**config.mk**
```make
export PLATFORM = sky130hd
export DESIGN_NAME = delimited_frame_reassembler_flat
export DESIGN_NICKNAME = d
export VERILOG_FILES = /design/src/rtl/drf_pkg.sv /design/src/rtl/drf_if.sv /design/src/rtl/delimited_frame_reassembler.sv /design/src/flat_wrapper.sv
export SDC_FILE = /design/constraint.sdc
export NUM_CORES = 1
export LEC_CHECK = 0
export BUFFER_PORTS_ARGS = -buffer_cell sky130_fd_sc_hd__buf_2
export CORE_ASPECT_RATIO = 1.1
export CORE_MARGIN = 1.5
export CORE_UTILIZATION = 56
export CTS_BUF_LIST = sky130_fd_sc_hd__clkbuf_2 sky130_fd_sc_hd__clkbuf_4 sky130_fd_sc_hd__clkbuf_8
export CTS_CLUSTER_DIAMETER = 150
export DETAILED_ROUTE_END_ITERATION = 12
export PLACE_DENSITY_LB_ADDON = 0.12
export SETUP_SLACK_MARGIN = 0.1
export SYNTH_ARGS = -nofsm -noshare
export SYNTH_HDL_FRONTEND = slang
export SYNTH_SLANG_ARGS = --single-unit
```
**constraint.sdc**
```tcl
create_clock -name clk_i -period 4.01 [get_ports clk_i]
set_input_delay 0.802 -clock clk_i [delete_from_list [all_inputs] [get_ports clk_i]]
set_output_delay 0.802 -clock clk_i [all_outputs]
set_load 0.03 [all_outputs]
```
**src/rtl/drf_pkg.sv**
```systemverilog
// package for the delimited frame reassembler
// holds status codes, register indexes, reset values and fixed widths
`timescale 1ns / 1ps

package drf_pkg;

  localparam int ByteW = 8;
  localparam int StatusW = 3;
  localparam int RemW = 9;
  localparam int CfgIdxW = 1;
  localparam int CfgDataW = 8;

  localparam int MaxFragmentBytes = 512;
  localparam int MinFragmentBytes = 3;
  localparam int LengthBias = 3;

  localparam logic [ByteW-1:0] StartMarkerReset = 8'h60;
  localparam logic [ByteW-1:0] EndMarkerReset = 8'h61;

  typedef enum logic [CfgIdxW-1:0] {
    CfgStartMarker = 1'b0,
    CfgEndMarker   = 1'b1
  } cfg_idx_e;

  typedef enum logic [StatusW-1:0] {
    StProgress = 3'd0,
    StComplete = 3'd1,
    StWaiting  = 3'd2,
    StShort    = 3'd3,
    StBadStart = 3'd4,
    StBadEnd   = 3'd5
  } status_e;

endpackage

```
**src/rtl/drf_if.sv**
```systemverilog
// valid/ready channel interfaces for the delimited frame reassembler
// fragment byte channel and result channel; depends on drf_pkg
`timescale 1ns / 1ps

interface drf_in_if;
  logic                      valid;
  logic                      ready;
  logic [drf_pkg::ByteW-1:0] data_byte;
  logic                      fragment_end;

  modport source (output valid, output data_byte, output fragment_end, input ready);
  modport sink (input valid, input data_byte, input fragment_end, output ready);
endinterface

interface drf_out_if;
  logic                        valid;
  logic                        ready;
  logic [drf_pkg::ByteW-1:0]   out_byte;
  logic                        at_fragment_end;
  logic                        message_end;
  logic [drf_pkg::StatusW-1:0] status;

  modport source (output valid, output out_byte, output at_fragment_end,
                  output message_end, output status, input ready);
  modport sink (input valid, input out_byte, input at_fragment_end,
                input message_end, input status, output ready);
endinterface

```
**src/rtl/delimited_frame_reassembler.sv**
```systemverilog
// delimited frame reassembler top level
// uses drf_pkg and the channel interfaces in drf_if.sv
`timescale 1ns / 1ps

// Usage: fragment bytes enter on in_i, one request per byte, with
// fragment_end set on the last byte of each fragment. Every byte leaves on
// out_o as one result request carrying the byte, a fragment-end flag, a
// message-end flag and a status code (final only on fragment ends).
// The start and end markers are written through cfg_we_i / cfg_idx_i /
// cfg_data_i while the block is idle.
// Latency: a result is valid in the cycle after its byte is taken.
// Throughput: one byte per cycle unless out_o stalls; the header checks and
// the remaining-count update are single compares and one subtract ahead of
// the result register. in_i.ready stays high while the result register is
// empty or being taken, so a stalled receiver holds the result and blocks
// only the next byte. Reset clears the reassembly state, empties the result
// register and loads the default markers.

module delimited_frame_reassembler #(
  parameter int MAX_FRAGMENT_BYTES = drf_pkg::MaxFragmentBytes
) (
  input  logic                         clk_i,
  input  logic                         rst_ni,
  input  logic                         cfg_we_i,
  input  logic [drf_pkg::CfgIdxW-1:0]  cfg_idx_i,
  input  logic [drf_pkg::CfgDataW-1:0] cfg_data_i,
  drf_in_if.sink                       in_i,
  drf_out_if.source                    out_o
);

  localparam int CntW = $clog2(MAX_FRAGMENT_BYTES + 1);
  localparam int CmpW = (CntW > drf_pkg::RemW) ? CntW : drf_pkg::RemW;
  localparam logic [CntW-1:0] CntMax = CntW'(MAX_FRAGMENT_BYTES);

  logic [drf_pkg::ByteW-1:0] start_marker_q, end_marker_q;

  logic                      in_cont_q, in_cont_d;
  logic [drf_pkg::RemW-1:0]  rem_q, rem_d;
  logic [CntW-1:0]           frag_cnt_q, frag_cnt_d;
  logic                      first_ok_q, first_ok_d;
  logic [drf_pkg::ByteW-1:0] len_q, len_d;

  logic                      out_valid_q;
  logic [drf_pkg::ByteW-1:0] out_byte_q;
  logic                      out_last_q, out_msg_end_q;
  drf_pkg::status_e          out_status_q, status_d;

  logic                      in_fire;
  logic [CntW-1:0]           cnt_inc;
  logic [CmpW-1:0]           size_ext, rem_ext, msg_ext;
  logic [drf_pkg::RemW-1:0]  msg_len, rem_sub, rem_new;
  logic                      end_ok;

  // configuration
  always_ff @(posedge clk_i or negedge rst_ni) begin
    if (!rst_ni) begin
      start_marker_q <= drf_pkg::StartMarkerReset;
      end_marker_q   <= drf_pkg::EndMarkerReset;
    end else if (cfg_we_i) begin
      unique case (drf_pkg::cfg_idx_e'(cfg_idx_i))
        drf_pkg::CfgStartMarker: start_marker_q <= cfg_data_i;
        drf_pkg::CfgEndMarker:   end_marker_q   <= cfg_data_i;
        default: ;
      endcase
    end
  end

  assign in_i.ready = !out_valid_q || out_o.ready;
  assign in_fire    = in_i.valid && in_i.ready;

  always_comb begin
    first_ok_d = (frag_cnt_q == '0) ? (in_i.data_byte == start_marker_q) : first_ok_q;
    len_d      = (frag_cnt_q == CntW'(1)) ? in_i.data_byte : len_q;
    cnt_inc    = (frag_cnt_q < CntMax) ? frag_cnt_q + CntW'(1) : frag_cnt_q;

    size_ext = CmpW'(cnt_inc);
    rem_ext  = CmpW'(rem_q);
    msg_len  = drf_pkg::RemW'(len_d) + drf_pkg::RemW'(drf_pkg::LengthBias);
    msg_ext  = CmpW'(msg_len);
    rem_sub  = drf_pkg::RemW'(rem_ext - size_ext);
    rem_new  = drf_pkg::RemW'(msg_ext - size_ext);
    end_ok   = (in_i.data_byte == end_marker_q);

    in_cont_d  = in_cont_q;
    rem_d      = rem_q;
    frag_cnt_d = cnt_inc;
    status_d   = drf_pkg::StProgress;

    if (in_i.fragment_end) begin
      frag_cnt_d = '0;
      first_ok_d = 1'b0;
      len_d      = '0;
      if (in_cont_q) begin
        if (rem_ext <= size_ext) begin
          rem_d     = '0;
          in_cont_d = 1'b0;
          status_d  = end_ok ? drf_pkg::StComplete : drf_pkg::StBadEnd;
        end else begin
          rem_d    = rem_sub;
          status_d = drf_pkg::StWaiting;
        end
      end else if (size_ext < CmpW'(drf_pkg::MinFragmentBytes)) begin
        status_d = drf_pkg::StShort;
      end else if (!first_ok_q) begin
        status_d = drf_pkg::StBadStart;
      end else if (msg_ext > size_ext) begin
        in_cont_d = 1'b1;
        rem_d     = rem_new;
        status_d  = drf_pkg::StWaiting;
      end else begin
        status_d = end_ok ? drf_pkg::StComplete : drf_pkg::StBadEnd;
      end
    end
  end

  // reassembly state
  always_ff @(posedge clk_i or negedge rst_ni) begin
    if (!rst_ni) begin
      in_cont_q  <= 1'b0;
      rem_q      <= '0;
      frag_cnt_q <= '0;
      first_ok_q <= 1'b0;
      len_q      <= '0;
    end else if (in_fire) begin
      in_cont_q  <= in_cont_d;
      rem_q      <= rem_d;
      frag_cnt_q <= frag_cnt_d;
      first_ok_q <= first_ok_d;
      len_q      <= len_d;
    end
  end

  // result register
  always_ff @(posedge clk_i or negedge rst_ni) begin
    if (!rst_ni) begin
      out_valid_q <= 1'b0;
    end else if (in_i.ready) begin
      out_valid_q <= in_i.valid;
    end
  end

  always_ff @(posedge clk_i) begin
    if (in_fire) begin
      out_byte_q    <= in_i.data_byte;
      out_last_q    <= in_i.fragment_end;
      out_msg_end_q <= (status_d == drf_pkg::StComplete);
      out_status_q  <= status_d;
    end
  end

  assign out_o.valid           = out_valid_q;
  assign out_o.out_byte        = out_byte_q;
  assign out_o.at_fragment_end = out_last_q;
  assign out_o.message_end     = out_msg_end_q;
  assign out_o.status          = out_status_q;

  a_msg_end_complete: assert property (@(posedge clk_i) disable iff (!rst_ni)
    out_valid_q && out_msg_end_q |-> out_last_q && (out_status_q == drf_pkg::StComplete))
    else $error("message end without complete status");

  a_status_at_end: assert property (@(posedge clk_i) disable iff (!rst_ni)
    out_valid_q |-> (out_last_q == (out_status_q != drf_pkg::StProgress)))
    else $error("final status not aligned with fragment end");

  a_count_cleared: assert property (@(posedge clk_i) disable iff (!rst_ni)
    in_fire && in_i.fragment_end |=> (frag_cnt_q == '0) && !first_ok_q)
    else $error("fragment state not cleared after fragment end");

  a_cont_pending: assert property (@(posedge clk_i) disable iff (!rst_ni)
    in_cont_q |-> (rem_q != '0))
    else $error("continuation with nothing remaining");

endmodule
```
**src/flat_wrapper.sv**
```systemverilog
// flat-port wrapper written by rule: the top's interface ports become plain ports
module delimited_frame_reassembler_flat 
#(
  parameter int MAX_FRAGMENT_BYTES = drf_pkg::MaxFragmentBytes
)
  (clk_i, rst_ni, cfg_we_i, cfg_idx_i, cfg_data_i, in_i_valid, in_i_data_byte, in_i_fragment_end, in_i_ready, out_o_valid, out_o_out_byte, out_o_at_fragment_end, out_o_message_end, out_o_status, out_o_ready);
  drf_in_if in_i_i ();
  drf_out_if out_o_i ();
  input  logic clk_i;
  input  logic rst_ni;
  input  logic cfg_we_i;
  input  logic [drf_pkg::CfgIdxW-1:0] cfg_idx_i;
  input  logic [drf_pkg::CfgDataW-1:0] cfg_data_i;
  input wire logic [$bits(in_i_i.valid)-1:0] in_i_valid;
  input wire logic [$bits(in_i_i.data_byte)-1:0] in_i_data_byte;
  input wire logic [$bits(in_i_i.fragment_end)-1:0] in_i_fragment_end;
  output wire logic [$bits(in_i_i.ready)-1:0] in_i_ready;
  output wire logic [$bits(out_o_i.valid)-1:0] out_o_valid;
  output wire logic [$bits(out_o_i.out_byte)-1:0] out_o_out_byte;
  output wire logic [$bits(out_o_i.at_fragment_end)-1:0] out_o_at_fragment_end;
  output wire logic [$bits(out_o_i.message_end)-1:0] out_o_message_end;
  output wire logic [$bits(out_o_i.status)-1:0] out_o_status;
  input wire logic [$bits(out_o_i.ready)-1:0] out_o_ready;
  assign in_i_i.valid = in_i_valid;
  assign in_i_i.data_byte = in_i_data_byte;
  assign in_i_i.fragment_end = in_i_fragment_end;
  assign in_i_ready = in_i_i.ready;
  assign out_o_valid = out_o_i.valid;
  assign out_o_out_byte = out_o_i.out_byte;
  assign out_o_at_fragment_end = out_o_i.at_fragment_end;
  assign out_o_message_end = out_o_i.message_end;
  assign out_o_status = out_o_i.status;
  assign out_o_i.ready = out_o_ready;
  delimited_frame_reassembler #(.MAX_FRAGMENT_BYTES(MAX_FRAGMENT_BYTES)) u_core (.clk_i(clk_i), .rst_ni(rst_ni), .cfg_we_i(cfg_we_i), .cfg_idx_i(cfg_idx_i), .cfg_data_i(cfg_data_i), .in_i(in_i_i), .out_o(out_o_i));
endmodule
```
==> impl_summary.md, run 1 <==
Synthesis
The fraction of the mapped netlist area in compound gates is 0.161. The net count after synthesis is roughly 460. The number of cells produced by synthesis is ~400. Of the total synthesized cell area, the portion taken by XOR and XNOR cells is 0.0854.

The share of synthesized area in the top cell type comes to 0.249. The post-synthesis async set-or-reset flop share is 0.780. The number of library cell types mapped by synthesis is 72. Of the synthesized area, sequential elements account for 0.376.

By area, the combinational part of the netlist is dominated by simple AND/OR/NAND/NOR gates. Ranked by total cell area, the synthesized netlist is headed by sky130_fd_sc_hd__dfrtp_1, sky130_fd_sc_hd__edfxtp_1, sky130_fd_sc_hd__ha_1. The cell area that synthesis handed to floorplanning was ~0.0041 mm2. The count of yosys warnings during synthesis is 0. The synthesized design contains 13 enable-type register cells. Of the post-synthesis cell area, the part taken by muxes is 0.0964. The synthesized design contains slightly below 60 register bits. The leading register cell type out of synthesis is sky130_fd_sc_hd__dfrtp_1.

Of the total synthesized cell area, the portion taken by AND, OR, NAND and NOR gates is 0.161. The cell accounting for the most synthesized area is sky130_fd_sc_hd__dfrtp_1. Of the total synthesized cell area, the portion taken by full adders, half adders and majority gates is 0.0797. A synthesized cell averages 10.1 um2.

Cells and area
The register cell area after layout is 0.00155 mm2. The layout cell share with drive strength beyond 1 is 0.259. From synthesis to final layout, the design area changed by 13.5%. The net count of the finished layout is between 500 and 600. The number of antenna diodes in the final layout is 0. The library cell used most frequently in the layout, excluding fill and tap cells, is sky130_fd_sc_hd__dfrtp_1.

Measured on the finished design, the core utilization comes to 0.663. In the final layout, the multi-input gates occupy between 0.002 and 0.0025 mm2. In the layout the commonest cells are sky130_fd_sc_hd__dfrtp_1, sky130_fd_sc_hd__buf_2, sky130_fd_sc_hd__nand2_1. The fill cell instance count of the final layout is between 500 and 600.

STA
In this run the tightest slew margin relative to its limit is 0.300. The final setup violation count is 0. The clock arrives with ~0.0074 ns of skew. The count of final max-slew check failures is 0. Setup repair after global routing left no endpoint under its margin.

The worst-margin pin slew is roughly 1.1 ns. The number of endpoints with negative hold slack in the final report is 0. The worst path in the final design needs a cycle of 3.69 ns, including I/O delays and setup. Dividing the final minimum period by the clock period gives 0.920. The maximum achievable frequency is 271 MHz. The post-route setup TNS is 0 ns.

Floorplanning
The initial utilization of the core area, before any placement, comes to 0.584. Pin placement for this block handled 38 I/O pins. The width of the die is roughly 85 um.

The area of the core is just over 0.007 mm2. The die covers a little under 0.008 mm2. The floorplan has 32 rows. The floorplan step set the die height to 92.9 um.

Worst setup path
The worst setup path is of the reg -> reg kind. The critical path required time is between 4 and 5 ns. The highest net fanout along the worst path is 9. Data arrives at the worst endpoint at between 3 and 4 ns.

STA classifies the critical path endpoint as a flop. The worst setup path is launched from a flop.

CTS
The clock passes through at most 2 buffers. The post-CTS clock slew at the launch and capture registers of the worst setup and hold paths is 0.07 ns. Clock tree synthesis found a total of 59 sinks. The H-tree depth is 3. The clock root buffer master is sky130_fd_sc_hd__clkbuf_8. TritonCTS built the clock tree. TritonCTS created 9 clock buffers. The clock latency at the later pin of the worst-skew pair is between 0.3 and 0.4 ns.

Route
In the detailed route, the total length drawn on met2 is around 4600 um. In the final routing, the length of wire on met1 measures around 4200 um. The number of DRC markers in iteration 0 is roughly 170. The via count of the routed design is 3,250. After detailed routing, the met3 layer carries roughly 430 um of wire. The iteration count of the initial detailed-routing pass is 4. For this run, design rule violations remaining after detail routing come to 0. The number of antenna-violating nets in the routed design is 0. The detailed-route wire length per cell is between 15 and 20 um. In this run the top signal layer used is met4.

For this block, the routed nets add up to 9450 um of wire. Dividing the detail-routed via count by the number of cells gives ~6.0.

Global route
The global route total overflow is 0. The number of antenna violations at the first check in global routing was 0. The maximum number of pins on one net before global-route repair is 47. The first global-routing pass estimated around 16,000 um of wire.

The number of global-route vias before repair came to 3,258. The total global routing track utilization is 0.259.

Place
In this run the tool buffered the top-level ports with 37 buffer cells. The wire-length estimate of the detail-placed layout is 7060 um. At the end of routability-driven placement, the weighted congestion stood at 0.880.

Hold path
The class of the tightest hold or removal check is reg -> reg.

Pwr
The reported leakage power is around 2.0 nW. Across the VDD grid, the largest voltage drop is about 330 uV. In this run the power density over the cells is roughly 560 mW/mm2.

Flow run
The number of violations of the max-capacitance limit is 0.

Status
The flow ran to the end, and the final reports show no timing, DRC or antenna violations.
## synth_stat cells (5+ instances only)
cell,number
sky130_fd_sc_hd__ha_1,23
sky130_fd_sc_hd__nand2b_1,6
sky130_fd_sc_hd__nand2_1,35
sky130_fd_sc_hd__edfxtp_1,13
sky130_fd_sc_hd__mux2_2,17
sky130_fd_sc_hd__nor2b_1,9
sky130_fd_sc_hd__nor3_1,7
sky130_fd_sc_hd__a22oi_1,6
sky130_fd_sc_hd__o21ai_0,34
sky130_fd_sc_hd__dfrtp_1,41
sky130_fd_sc_hd__nand4_1,5
sky130_fd_sc_hd__nor2_1,20
sky130_fd_sc_hd__xor2_1,17
sky130_fd_sc_hd__o22ai_1,7
sky130_fd_sc_hd__a31oi_1,5
sky130_fd_sc_hd__dfstp_2,5
sky130_fd_sc_hd__a21oi_1,15
sky130_fd_sc_hd__inv_1,15
sky130_fd_sc_hd__xnor2_1,20
sky130_fd_sc_hd__clkbuf_1,12
sky130_fd_sc_hd__mux2i_1,10
sky130_fd_sc_hd__mux2_4,7
sky130_fd_sc_hd__nand3_1,7
## state kept, by name (all words and copies together) (netlist names)
name and count:
u_core.out_o.out_byte 8, u_core.end_marker_q 8, u_core.out_o.valid 1, u_core.first_ok_q 1
u_core.out_o.message_end 1, u_core.out_o.at_fragment_end 1, u_core.out_o.status 3, u_core.len_q 8
u_core.in_cont_q 1, u_core.frag_cnt_q 10, u_core.start_marker_q 8, u_core.rem_q 9
## report_power, final
group          switching, mW  internal (mW)
registers             0.0746          0.705
clock network          0.265          0.354
logic                  0.665          0.550
## logic make-up (layout without fill, tap and decap cells)
logic type | after synthesis | in the layout
and+or+nand+nor | 119 | 119
AOI/OAI and AO/OA | 99 | 99
DFF | 59 | 59
xor gates and xnor gates | 38 | 38
muxes | 34 | 34
buffers and inverters | 34 | 86
adders and majority gates | 25 | 25
## critical path, stage by stage (launching register included)
cell	delay (ns)
sky130_fd_sc_hd__dfrtp_2	0.46
sky130_fd_sc_hd__ha_1	0.21
sky130_fd_sc_hd__nand4_1	0.08
sky130_fd_sc_hd__buf_4	0.15
sky130_fd_sc_hd__or3b_2	0.45
sky130_fd_sc_hd__o31ai_1	0.12
sky130_fd_sc_hd__nand2_1	0.11
sky130_fd_sc_hd__xor2_1	0.18
sky130_fd_sc_hd__ha_1	0.40
sky130_fd_sc_hd__nand4_1	0.15
sky130_fd_sc_hd__or3_1	0.36
sky130_fd_sc_hd__o211a_1	0.19
sky130_fd_sc_hd__a31o_1	0.24
sky130_fd_sc_hd__buf_6	0.15
sky130_fd_sc_hd__mux2_4	0.30
## timing repair
item                                    CTS  global route
setup buffers                             2             1
resized for setup                         1             4
hold buffers                              0             0
endpoints found under the setup margin    7             8
pin swaps                                 1             2
## path summary, 6_finish.rpt
path | startpoint | end | slack, ns | cells past startpoint
setup / recovery | u_core.frag_cnt_q[0]$_DFFE_PN0P_ | u_core.rem_q[8]$_DFFE_PN0P_ | 0.32 | 14
hold / removal | u_core.rem_q[8]$_DFFE_PN0P_ | u_core.rem_q[8]$_DFFE_PN0P_ | 0.52 | 1
setup reg to reg | u_core.frag_cnt_q[0]$_DFFE_PN0P_ | u_core.rem_q[8]$_DFFE_PN0P_ | 0.32 | 14
hold reg to reg | u_core.rem_q[8]$_DFFE_PN0P_ | u_core.rem_q[8]$_DFFE_PN0P_ | 0.52 | 1
max in group asynchronous | rst_ni | u_core.frag_cnt_q[0]$_DFFE_PN0P_ | 2.65 | 1
min in group asynchronous | rst_ni | u_core.rem_q[3]$_DFFE_PN0P_ | 0.64 | 1
## stage by stage
stage,instances,hold WS (ns),power (mW),setup WS (ns),instance area (um2)
6_report,545,0.524,2.61,0.321,4670
3_5_place_dp,526,0.498,1.95,0.0264,4410
4_1_cts,544,0.520,2.59,0.159,4650
5_1_grt,545,0.538,2.79,0.102,4670
3_3_place_gp,526,0.497,1.92,0.130,4410
2_1_floorplan,408,0.466,1.68,0.116,4120
## per-layer routing
layer / vias up / track usage
met5: - / 0
met4: 0 / 0.110
met3: 15 / 0.0357
met2: 85 / 0.447
met1: 1555 / 0.324
li1: 1595 / -
## area by class of cell
type | instances | share of cell area
timing repair buffer | 55 | 0.0694
multi-input combinational | 315 | 0.516
clock buffer | 9 | 0.0265
clock inverter | 7 | 0.0214
tap | 85 | 0.0228
sequential | 59 | 0.332
inverter | 15 | 0.0121
Power figures use the tool's default switching activity.
==> inputs of run 2 (changes only) <==
GPL_TIMING_DRIVEN = 0   (was default)
HOLD_SLACK_MARGIN = 0.06   (was default)
==> run 2 against run 1 <==
Compared with the run above:
- critical path depth is 1 higher
- critical endpoint is now u_core.rem_q[1]$_DFFE_PN0P_
- highest routed layer unchanged
- largest cell class unchanged
- largest power group unchanged
- cell count up 2.2%
- hold slack got worse by 0.0063 ns
- critical path type unchanged
==> impl_summary.md, run 2 (synthesis results as in run 1) <==
Status
Outcome: finished clean (unchanged).

STA
Setup repair after global routing missed its margin: true (was false). The final critical-path required period was 3.84 ns (was 3.69 ns). The relative max-transition margin is 0.163 (was 0.300). The maximum achievable frequency was 260 MHz (was 271 MHz). The number of endpoints with negative hold slack in the final report is 0 (unchanged). The worst-margin pin slew is 1.26 ns (was 1.05 ns). The final setup violation count came to 0 (unchanged). The count of final max-slew check failures came to 0 (unchanged). The post-route setup TNS is 0 ns (unchanged). The post-route clock period utilization is 0.958 (was 0.920).

The largest clock skew in the final design was 0.00560 ns (was 0.00744 ns).

Cells and area
The largest register by flop count is u_core.frag_cnt_q (unchanged). The layout cell share with drive strength beyond 1 came to 0.271 (was 0.259). The number of cells in the finished layout apart from fillers is 557 (was 545). The signed area change from the synthesized netlist to the final layout was 17.1% (was 13.5%).

The leading cell type in the layout, fill and taps excluded is sky130_fd_sc_hd__dfrtp_1 (unchanged). The flip-flop count of the largest register after layout came to 10 (unchanged). The fill cell instance count of the final layout is 555 (was 576). The number of diodes added for antenna fixing is 0 (unchanged). The final-stage net count is 515 (was 503).

Registers with the highest flip-flop counts: u_core.frag_cnt_q: 10 flops, u_core.rem_q: 9 flops (unchanged). The summed area of non-filler cells in the final layout is 0.00482 mm2 (was 0.00467 mm2). Commonest non-fill, non-tap cells in the layout: sky130_fd_sc_hd__dfrtp_1, sky130_fd_sc_hd__buf_2, sky130_fd_sc_hd__nand2_1 (unchanged).

Global route
The number of antenna violations at the first check in global routing came to 0 (unchanged). The global route total overflow is 0 (unchanged). The first-pass GRT wire length is 16,100 um (was 15,800 um). The number of global-route vias before repair is 3,239 (was 3,258). The total global routing track utilization is 0.264 (was 0.259). The maximum number of pins on one net before global-route repair is 47 (unchanged).

Route
The number of DRC markers in iteration 0 is 264 (was 165). The uppermost layer routed is met4 (unchanged). The via density per instance is 6.12 (was 5.96). The met2 wire length is 5020 um (was 4640 um). The final routed wirelength across all metal layers came to 10,100 um (was 9450 um). The via count of the routed design is 3,407 (was 3,250). The number of antenna-violating nets in the routed design was 0 (unchanged). The detailed-route DRC error count is 0 (unchanged). The wire length on met1 came to 4390 um (was 4190 um).

The detailed-route wire length per cell was 18.1 um (was 17.3 um). The iteration count of the initial detailed-routing pass is 5 (was 4). The met3 wirelength from detailed routing is 448 um (was 429 um).

Worst setup path
The capturing point of the worst reg2reg path was u_core.rem_q[1]$_DFFE_PN0P_ (was u_core.rem_q[8]$_DFFE_PN0P_). The origin of the critical flop-to-flop path was u_core.frag_cnt_q[2]$_DFFE_PN0P_ (was u_core.frag_cnt_q[0]$_DFFE_PN0P_). The worst reg-to-reg setup slack was 0.17 ns (was 0.32 ns). The critical path arrival was 4.08 ns (was 3.91 ns). The number of cell instances on the worst register-to-register path is 15 (was 14). The critical path required time is 4.25 ns (was 4.23 ns). The capture point of the worst path is u_core.rem_q[1]$_DFFE_PN0P_ (was u_core.rem_q[8]$_DFFE_PN0P_). The start point of the critical path is u_core.frag_cnt_q[2]$_DFFE_PN0P_ (was u_core.frag_cnt_q[0]$_DFFE_PN0P_). The highest net fanout along the worst path was 9 (unchanged). The type of the setup path with the least slack is reg -> reg (unchanged).

The sort of element at the start of the critical path is a flop (unchanged). The critical path endpoint category is a flop (unchanged).

CTS
The clock tree from TritonCTS was built (unchanged). The clock latency at the later pin of the worst-skew pair was 0.35 ns (was 0.34 ns). The number of clock buffers inserted by TritonCTS is 9 (unchanged).

The clock root buffer master is sky130_fd_sc_hd__clkbuf_8 (unchanged). The deepest clock path buffer count is 2 (unchanged). The clock net sink count is 59 (unchanged). The H-tree depth is 3 (unchanged). The number of hold buffers added after cts is 0 (unchanged). The post-CTS clock slew at the launch and capture registers of the worst setup and hold paths is 0.07 ns (about the same).

Flow run
The number of violations of the max-capacitance limit is 0 (unchanged).

Floorplanning
The width of the die was 84.7 um (unchanged). The row count was 32 (unchanged). The floorplan die height came to 92.9 um (unchanged). The area of the core came to 0.00705 mm2 (unchanged). The floorplan die area came to 0.00787 mm2 (unchanged).

The number of top-level design ports was 38 (unchanged). The effective utilization at floorplan was 0.584 (unchanged).

Place
The cell area reported after detailed placement is 0.00441 mm2 (about the same). The count of input and output buffers is 37 (unchanged). The cell total after placement is 530 (was 526). The routability congestion estimate from global placement came to 0.879 (was 0.880). The sum of net half-perimeters after detailed placement is 7200 um (was 7060 um).

Pwr
The reported leakage power is 2.04 nW (was 1.99 nW). The maximum VDD drop came to 379 uV (was 332 uV). The areal power density over the cells came to 561 mW/mm2 (was 560 mW/mm2). The post-route total power is 2.70 mW (was 2.61 mW).

Hold path
The class of the tightest hold or removal check was reg -> reg (unchanged).
-- run 2: cell count changes in the layout (fill, tap and decap cells not counted), sizes merged --
cell,change
buf,-1
clkbuf,+12
dlymetal6s2s,+1
-- run 2: power breakdown --
part           internal [mW]  switching (mW)
sequential             0.706          0.0751
clock                  0.354           0.269
combinational          0.590           0.711
-- run 2: layout make-up --
class,instances,area [um2],area share
inverter,15,56.3,0.0117
clock buffer,9,124,0.0257
clock inverter,7,100,0.0208
sequential,59,1550,0.322
tap,85,106,0.0221
multi-input combinational,315,2490,0.517
buffer,19,121,0.0252
timing repair buffer,48,268,0.0556
-- run 2: timing repair --
action,4_1_cts,5_1_grt
pin swaps,3,10
gates resized for setup,5,18
gates cloned,0,1
endpoints found under the setup margin,14,13
setup buffers,2,8
-- run 2: stage by stage --
stage,hold WS [ns],setup slack (ns),util
finish,0.518,0.167,0.684
global placement,0.492,-0.312,0.626
global route,0.541,0.0198,0.684
CTS,0.523,0.104,0.663
floorplan,0.466,0.116,-
detailed placement,0.498,-0.379,0.626
-- run 2: critical path, stage by stage, from the launching register on --
cell,delay [ns]
sky130_fd_sc_hd__dfrtp_1,0.37
sky130_fd_sc_hd__clkbuf_8,0.17
sky130_fd_sc_hd__nor4_4,0.29
sky130_fd_sc_hd__nand4_1,0.22
sky130_fd_sc_hd__buf_4,0.19
sky130_fd_sc_hd__buf_4,0.15
sky130_fd_sc_hd__o21ai_0,0.22
sky130_fd_sc_hd__nor2b_1,0.22
sky130_fd_sc_hd__xnor2_1,0.10
sky130_fd_sc_hd__ha_1,0.36
sky130_fd_sc_hd__nand4_1,0.17
sky130_fd_sc_hd__or3_1,0.35
sky130_fd_sc_hd__o211a_1,0.18
sky130_fd_sc_hd__a31o_1,0.27
sky130_fd_sc_hd__buf_4,0.17
sky130_fd_sc_hd__mux2_4,0.29
-- run 2: worst min-delay path by stage --
stage / startpoint / to / slack, ns / cells after the start
after global placement: u_core.len_q[0]$_DFFE_PN0P_ / u_core.len_q[0]$_DFFE_PN0P_ / 0.49 / 2
final: u_core.rem_q[0]$_DFFE_PN0P_ / u_core.rem_q[0]$_DFFE_PN0P_ / 0.52 / 1
after detailed placement: u_core.len_q[0]$_DFFE_PN0P_ / u_core.len_q[0]$_DFFE_PN0P_ / 0.50 / 2
after floorplan: u_core.len_q[0]$_DFFE_PN0P_ / u_core.len_q[0]$_DFFE_PN0P_ / 0.47 / 2
after global routing: u_core.rem_q[0]$_DFFE_PN0P_ / u_core.rem_q[0]$_DFFE_PN0P_ / 0.54 / 1
after CTS: u_core.rem_q[0]$_DFFE_PN0P_ / u_core.rem_q[0]$_DFFE_PN0P_ / 0.52 / 1
-- run 2: metal layers --
| metal | vias up | GRT usage |
|---|---|---|
| met4 | 0 | 0.0847 |
| met5 | - | 0 |
| met3 | 15 | 0.0410 |
| met2 | 113 | 0.441 |
| met1 | 1654 | 0.353 |
| li1 | 1625 | - |
